## src/hw/rtl/crc8_word_reply_checker_unit_defines.svh

```systemverilog
// assertion macros for the crc8 word reply checker
// no dependencies; expects clk and rst in the including scope
`ifndef CRC8_WORD_REPLY_CHECKER_UNIT_DEFINES_SVH
`define CRC8_WORD_REPLY_CHECKER_UNIT_DEFINES_SVH
`ifndef SYNTHESIS
`define CRCWRC_ASSERT_SAME(label, ante, cons) \
  label: assert property (@(posedge clk) disable iff (rst) (ante) |-> (cons)) \
    else $error("crcwrc assertion failed");
`define CRCWRC_ASSERT_NEXT(label, ante, cons) \
  label: assert property (@(posedge clk) disable iff (rst) (ante) |=> (cons)) \
    else $error("crcwrc assertion failed");
`else
`define CRCWRC_ASSERT_SAME(label, ante, cons)
`define CRCWRC_ASSERT_NEXT(label, ante, cons)
`endif
`endif

```

## src/hw/rtl/crcwrc_pkg.sv

```systemverilog
// package for the crc8 word reply checker: constants, types, crc byte step
// no dependencies
package crcwrc_pkg;

  localparam logic [7:0] CRC_TOP_BIT   = 8'h80;
  localparam logic [7:0] POLY_RESET    = 8'h31;
  localparam logic [7:0] INIT_RESET    = 8'hFF;

  typedef enum logic {
    CFG_POLY = 1'b0,
    CFG_INIT = 1'b1
  } cfg_index_t;

  typedef enum logic [1:0] {
    PH_HIGH = 2'd0,
    PH_LOW  = 2'd1,
    PH_CRC  = 2'd2
  } phase_t;

  typedef struct packed {
    logic [15:0] word_value;
    logic        word_crc_ok;
    logic [31:0] pair_value;
    logic        pair_valid;
  } result_t;

  function automatic logic [7:0] crc_byte_step(input logic [7:0] crc,
                                               input logic [7:0] data,
                                               input logic [7:0] poly);
    logic [7:0] r;
    r = crc ^ data;
    for (int k = 0; k < 8; k++) begin
      if ((r & CRC_TOP_BIT) != 8'd0) begin
        r = {r[6:0], 1'b0} ^ poly;
      end else begin
        r = {r[6:0], 1'b0};
      end
    end
    return r;
  endfunction

endpackage

```

## src/hw/rtl/crc8_word_reply_checker_unit.sv

```systemverilog
// crc8 word reply checker: groups reply bytes into high, low, crc triples
// and emits each checked word; depends on crcwrc_pkg and the defines header
//
// usage:
//   input channel (in_valid, in_stall, rx_byte, frame_start) takes one reply
//   byte per transaction; frame_start marks the first byte of a reply frame
//   output channel (out_valid, out_stall, word_value, word_crc_ok, pair_value,
//   pair_valid) gives one transaction for every third byte of a triple
//   a byte is taken every cycle while in_stall is low; the crc step is one unrolled 8-bit stage
//   between the input and the running crc register
//   the result of a crc byte is registered into the output register
//   a stalled output keeps its result; one more result goes into a skid
//   register, and in_stall rises only while that skid register is full
//   after a crc mismatch the word is still sent, flagged bad, and the rest of
//   the frame is dropped until the next frame_start
//   config writes (cfg_wr_en, cfg_index, cfg_data) are registered:
//   index 0 is the polynomial, index 1 the crc start value
//   reset (rst, synchronous) restores polynomial 0x31, start value 0xff,
//   clears the byte phase, pairing and abort state, and empties the output
`include "crc8_word_reply_checker_unit_defines.svh"

module crc8_word_reply_checker_unit
  import crcwrc_pkg::*;
(
  input  logic        clk,
  input  logic        rst,
  input  logic        cfg_wr_en,
  input  logic        cfg_index,
  input  logic [7:0]  cfg_data,
  input  logic        in_valid,
  output logic        in_stall,
  input  logic [7:0]  rx_byte,
  input  logic        frame_start,
  output logic        out_valid,
  input  logic        out_stall,
  output logic [15:0] word_value,
  output logic        word_crc_ok,
  output logic [31:0] pair_value,
  output logic        pair_valid
);

  logic [7:0]  crc_polynomial;
  logic [7:0]  crc_initial;
  phase_t      byte_phase, byte_phase_next, phase_eff;
  logic [7:0]  running_crc, running_crc_next;
  logic [7:0]  high_byte_hold, high_byte_hold_next;
  logic [7:0]  low_byte_hold, low_byte_hold_next;
  logic        word_parity, word_parity_next, parity_eff;
  logic [15:0] upper_word_hold, upper_word_hold_next;
  logic        frame_aborted, frame_aborted_next, aborted_eff;

  logic        in_fire;
  logic        produce;
  result_t     new_res;
  result_t     out_res;
  result_t     skid_res;
  logic        skid_valid;
  logic [15:0] word;
  logic        ok;

  assign in_stall    = skid_valid;
  assign in_fire     = in_valid && !in_stall;
  assign phase_eff   = frame_start ? PH_HIGH : byte_phase;
  assign parity_eff  = frame_start ? 1'b0 : word_parity;
  assign aborted_eff = frame_start ? 1'b0 : frame_aborted;
  assign word        = {high_byte_hold, low_byte_hold};
  assign ok          = (running_crc == rx_byte);

  // byte phase next state
  always_comb begin
    byte_phase_next = byte_phase;
    if (in_fire) begin
      if (aborted_eff) begin
        byte_phase_next = byte_phase;
      end else begin
        case (phase_eff)
          PH_LOW:  byte_phase_next = PH_CRC;
          PH_CRC:  byte_phase_next = PH_HIGH;
          default: byte_phase_next = PH_LOW;
        endcase
      end
    end
  end

  // datapath and result
  always_comb begin
    running_crc_next     = running_crc;
    high_byte_hold_next  = high_byte_hold;
    low_byte_hold_next   = low_byte_hold;
    word_parity_next     = word_parity;
    upper_word_hold_next = upper_word_hold;
    frame_aborted_next   = frame_aborted;
    produce              = 1'b0;
    new_res.word_value   = word;
    new_res.word_crc_ok  = ok;
    new_res.pair_valid   = ok && parity_eff;
    new_res.pair_value   = (ok && parity_eff) ? {upper_word_hold, word} : 32'd0;
    if (in_fire) begin
      word_parity_next   = parity_eff;
      frame_aborted_next = aborted_eff;
      if (!aborted_eff) begin
        case (phase_eff)
          PH_LOW: begin
            low_byte_hold_next = rx_byte;
            running_crc_next   = crc_byte_step(running_crc, rx_byte, crc_polynomial);
          end
          PH_CRC: begin
            produce          = 1'b1;
            running_crc_next = crc_initial;
            if (ok) begin
              upper_word_hold_next = word;
              word_parity_next     = !parity_eff;
            end else begin
              frame_aborted_next = 1'b1;
            end
          end
          default: begin
            high_byte_hold_next = rx_byte;
            running_crc_next    = crc_byte_step(crc_initial, rx_byte, crc_polynomial);
          end
        endcase
      end
    end
  end

  always_ff @(posedge clk) begin
    if (rst) begin
      crc_polynomial <= POLY_RESET;
      crc_initial    <= INIT_RESET;
    end else if (cfg_wr_en) begin
      case (cfg_index_t'(cfg_index))
        CFG_POLY: crc_polynomial <= cfg_data;
        CFG_INIT: crc_initial    <= cfg_data;
        default:  crc_polynomial <= crc_polynomial;
      endcase
    end
  end

  always_ff @(posedge clk) begin
    if (rst) begin
      byte_phase      <= PH_HIGH;
      running_crc     <= INIT_RESET;
      high_byte_hold  <= 8'd0;
      low_byte_hold   <= 8'd0;
      word_parity     <= 1'b0;
      upper_word_hold <= 16'd0;
      frame_aborted   <= 1'b0;
    end else begin
      byte_phase      <= byte_phase_next;
      running_crc     <= running_crc_next;
      high_byte_hold  <= high_byte_hold_next;
      low_byte_hold   <= low_byte_hold_next;
      word_parity     <= word_parity_next;
      upper_word_hold <= upper_word_hold_next;
      frame_aborted   <= frame_aborted_next;
    end
  end

  // output register with skid stage
  always_ff @(posedge clk) begin
    if (rst) begin
      out_valid  <= 1'b0;
      skid_valid <= 1'b0;
    end else if (!out_valid || !out_stall) begin
      if (skid_valid) begin
        out_valid  <= 1'b1;
        skid_valid <= 1'b0;
      end else begin
        out_valid <= produce;
      end
    end else if (produce) begin
      skid_valid <= 1'b1;
    end
  end

  always_ff @(posedge clk) begin
    if (!out_valid || !out_stall) begin
      if (skid_valid) begin
        out_res <= skid_res;
      end else if (produce) begin
        out_res <= new_res;
      end
    end else if (produce) begin
      skid_res <= new_res;
    end
  end

  assign word_value  = out_res.word_value;
  assign word_crc_ok = out_res.word_crc_ok;
  assign pair_value  = out_res.pair_value;
  assign pair_valid  = out_res.pair_valid;

  `CRCWRC_ASSERT_SAME(a_skid_needs_out, skid_valid, out_valid)
  `CRCWRC_ASSERT_SAME(a_pair_needs_ok, out_valid && out_res.pair_valid, out_res.word_crc_ok)
  `CRCWRC_ASSERT_SAME(a_pair_zero, out_valid && !out_res.pair_valid, out_res.pair_value == 32'd0)
  `CRCWRC_ASSERT_NEXT(a_aborted_holds, in_fire && frame_aborted && !frame_start, $stable(byte_phase) && $stable(upper_word_hold))
  `CRCWRC_ASSERT_NEXT(a_stalled_result_to_skid, produce && out_valid && out_stall, skid_valid)

endmodule

```

## config.mk

```make
export PLATFORM = sky130hd
export DESIGN_NAME = crc8_word_reply_checker_unit
export DESIGN_NICKNAME = d
export VERILOG_FILES = /design/src/hw/rtl/crcwrc_pkg.sv /design/src/hw/rtl/crc8_word_reply_checker_unit.sv
export VERILOG_INCLUDE_DIRS = /design/src /design/src/hw/rtl
export SDC_FILE = /design/constraint.sdc
export NUM_CORES = 1
export LEC_CHECK = 0
export BUFFER_PORTS_ARGS = -buffer_cell sky130_fd_sc_hd__buf_4
export CORE_ASPECT_RATIO = 0.75
export CORE_MARGIN = 2
export CORE_UTILIZATION = 60
export CTS_BUF_LIST = sky130_fd_sc_hd__clkbuf_8
export CTS_CLUSTER_SIZE = 10
export DETAILED_ROUTE_END_ITERATION = 6
export PLACE_DENSITY = 0.85
export SLEW_MARGIN = 15
export SYNTH_ARGS = -nofsm -noshare
export SYNTH_HDL_FRONTEND = slang
export SYNTH_SLANG_ARGS = --single-unit
```

## constraint.sdc

```tcl
create_clock -name clk -period 9.2 [get_ports clk]
set_input_delay 1.38 -clock clk [delete_from_list [all_inputs] [get_ports clk]]
set_output_delay 1.38 -clock clk [all_outputs]
set_load 0.03 [all_outputs]
```

==> results.md <==
* IO Pins at 75
* Max cap viols at 0
* Design Area, Final at 10,450 um2
* Reg2Reg Depth at 13
* Critical Path AT at 5.68 ns
* Routed len/inst at 19.11 um
* FF+latch area at 4245 um2
* Register area share after synthesis at 0.4523
* CP max FO at 16
* Synth warnings at 0
* Post-cts resize count at 0
* CTS HTree Levels at 4
* Top cells by area, synth: edfxtp_1, dfxtp_1, nand2_1
* Clk_lat worst skew at 0.45 ns
* Crit Path Class: in -> reg
* Synth top area share at 0.3200
* Reg2reg end: running_crc[5]
* Vias in the first global route at 6,845
* Setup TNS Final at 0 ns
* R2r setup slk at 4.41 ns
* Async SR Flop Fraction at 0
* Clock tree from TritonCTS: built
* Worst setup path endpoint: running_crc[5]
* Pin count of the biggest net entering global routing at 55
* Synth Flop Type: edfxtp_1
* Num CTS Buffers at 17
* Hold path depth at 2
* Die W at 148.4 um
* PwrDens at between 200 and 250 nW/um2
* Post-synth EDFFs at 100
* Post-layout util at 0.6839
* Status: finished clean
* Diodes inserted at 0
* Critical Path End Type: flop
* Vias per inst at about 6.1
* Final hold vios at 0
* Slew of the pin with the lowest slew margin at 1.139 ns
* Setup bufs post-CTS at 0
* CTS sink cnt at around 160
* Synth Cell Area at 9383 um2
* Clk slew on worst S/H paths at 0.09 ns
* #FFs+latches synth at between 150 and 200
* DIE AREA at 16,660 um2
* Post-synth cell types at 86
* Rel. slew slack at 0.2399
* # fillers at 1,097
* Gate Count Post-Synth at 909
* Root buf cell: clkbuf_8
* DR pass1 iterations at 5
* Period utilisation layout at 0.5822
* Final Setup Violations at 0
* Leakage at slightly below 4 nW
* Violation count after the first detailed-route iteration at 823
* Hold Buf Count CTS at 0
* CP required at between 9 and 10 ns
* Multi-input gate area at 4886 um2
* ANT nets after route at 0
* Detailed-route via count at 7,173
* Synth area leader: edfxtp_1
* Worst r2r src: crc_initial[7]
* Global-route wire length before repair at 36,210 um
* Average size of a mapped cell at 10.32 um2
* Syn_nets at 935
* Nets at 982
* Placed inst area at ~10,000 um2
* Fmax at 186.7 MHz
* P&R area growth vs syn at 11.32%
* Gpl congestion at 0.9484
* Port bufs at 74
* Num rows at 39
* Layout cells sized above 1 at 0.2167
* Worst Hold Class: reg -> reg
* Worst hold margin at approximately 0.47 ns
* Minimum clock period at about 5.4 ns
* Initial core utilization at 0.6143
* RSZ-0062 raised after global routing: no
* Die height at 112.3 um
* # DRC at 0
* Peak supply drop at 0.1604 mV
* Final WL at 22,440 um
* Pins Over Slew Limit at 0
* Clk buf depth at 2
* CP Launch Point: rx_byte[7]
* Post-DP HPWL at 15,380 um
* Gr ovfl total at 0
* Core Region at between 15,000 and 20,000 um2
* GRT Total Usage at 0.2778
* Worst Skew at ~0.012 ns
* Worst Setup Start Kind: input port
* Initial antenna violation count at 0
## state kept, by name (all words and copies together) (netlist names), 2 cells and up
register and count:
skid_res 50, pair_value 32, upper_word_hold 16, word_value 16, crc_initial 8, crc_polynomial 8, high_byte_hold 8, low_byte_hold 8
running_crc 8, byte_phase 2
## routing by layer
layer,vias up,global-route usage,wire [um]
met4,0,0.09143,516
met2,323,0.4148,10040
met5,-,0,0
li1,3324,-,-
met3,51,0.06626,1933
met1,3475,0.4024,9946
## final cells by class
| class | count | share of cell area |
|---|---|---|
| clock buffer | 17 | 0.02240 |
| timing repair buffer | 84 | 0.06037 |
| inverter | 12 | 0.004312 |
| clock inverter | 15 | 0.01414 |
| multi-input combinational | 679 | 0.4678 |
| sequential | 162 | 0.4064 |
| tap | 205 | 0.02456 |
## worst max-delay path, stage by stage
cell	delay, ns
buf_4	0.15
xor2_2	0.64
nand2_1	0.27
xnor2_1	0.27
o311a_2	0.21
or4_4	0.56
a2111oi_0	0.52
nor3b_2	0.08
xnor3_2	0.44
or3_4	0.43
nand3_1	0.10
xnor3_1	0.39
o22ai_1	0.14
a21oi_1	0.10
## kinds of logic after synthesis
| kind of cell | Yosys count | share of synthesized area |
|---|---|---|
| DFF | 162 | 0.4523 |
| muxes | 74 | 0.08601 |
| buffers and inverters | 68 | 0.03000 |
| xor gates and xnor gates | 115 | 0.1472 |
| adders and majority gates | 3 | 0.004001 |
| and+or+nand+nor | 337 | 0.1716 |
| AOI/OAI and AO/OA | 150 | 0.1088 |
## power breakdown
part / leakage [nW] / total (W) / internal (W) / switching, W
sequential: 1.32 / 0.000812 / 0.000783 / 0.0000290
combinational: 2.34 / 0.00129 / 0.000610 / 0.000676
clock: 0.191 / 0.000508 / 0.000222 / 0.000286
## placed cells by master, fill, tap and decap left out, types with 4 or more instances in the layout
master	netlist	routed
o31ai_1	5	5
inv_1	11	12
and3_1	11	11
dfxtp_1	62	61
mux2i_1	23	23
xor2_2	5	6
nor3_1	14	14
o22ai_1	4	4
nand3_1	38	38
edfxtp_1	100	100
o21ai_0	19	19
xnor3_1	16	16
xor2_1	22	21
and2_1	37	37
nor2_1	43	41
clkbuf_8	0	17
mux2_2	50	50
a21oi_1	54	53
inv_6	0	4
o21a_1	7	7
o211ai_1	5	5
nand2b_1	6	6
a211oi_1	9	9
xnor2_1	61	61
buf_4	3	84
nand2_1	153	153
or3_1	4	4
xnor2_2	7	7
nor2b_1	5	5
## Yosys cell counts, types with 3 or more instances
library cell / count
a2111oi_0: 3
a211oi_1: 9
a21o_1: 3
a21oi_1: 54
a221oi_1: 3
a31oi_1: 3
and2_1: 37
and2_4: 3
and3_1: 11
buf_2: 6
buf_4: 3
clkbuf_1: 44
dfxtp_1: 62
edfxtp_1: 100
ha_1: 3
inv_1: 11
mux2_2: 50
mux2i_1: 23
nand2_1: 153
nand2b_1: 6
nand3_1: 38
nand4_1: 3
nor2_1: 43
nor2b_1: 5
nor3_1: 14
o211ai_1: 5
o21a_1: 7
o21ai_0: 19
o22ai_1: 4
o31ai_1: 5
or2_2: 3
or3_1: 4
xnor2_1: 61
xnor2_2: 7
xnor3_1: 16
xor2_1: 22
xor2_2: 5
## how the worst min path moves through the flow
stage | start | end | slack, ns
global route | byte_phase[0] | byte_phase[0] | 0.51
detailed placement | byte_phase[1] | byte_phase[1] | 0.45
floorplan | byte_phase[0] | byte_phase[0] | 0.44
CTS | byte_phase[0] | byte_phase[0] | 0.47
global placement | byte_phase[1] | byte_phase[1] | 0.44
finish | byte_phase[0] | byte_phase[0] | 0.47
## metrics by stage
stage / power [W] / cells / setup WS [ns]
6_report: 0.002606 / 1174 / 3.843
5_1_grt: 0.002726 / 1174 / 3.515
4_1_cts: 0.002582 / 1174 / 3.904
3_5_place_dp: 0.002078 / 1142 / 3.424
3_3_place_gp: 0.002047 / 1142 / 3.547
2_1_floorplan: 0.001860 / 909 / 4.084
No activity file was read; power rests on OpenSTA's default activity.
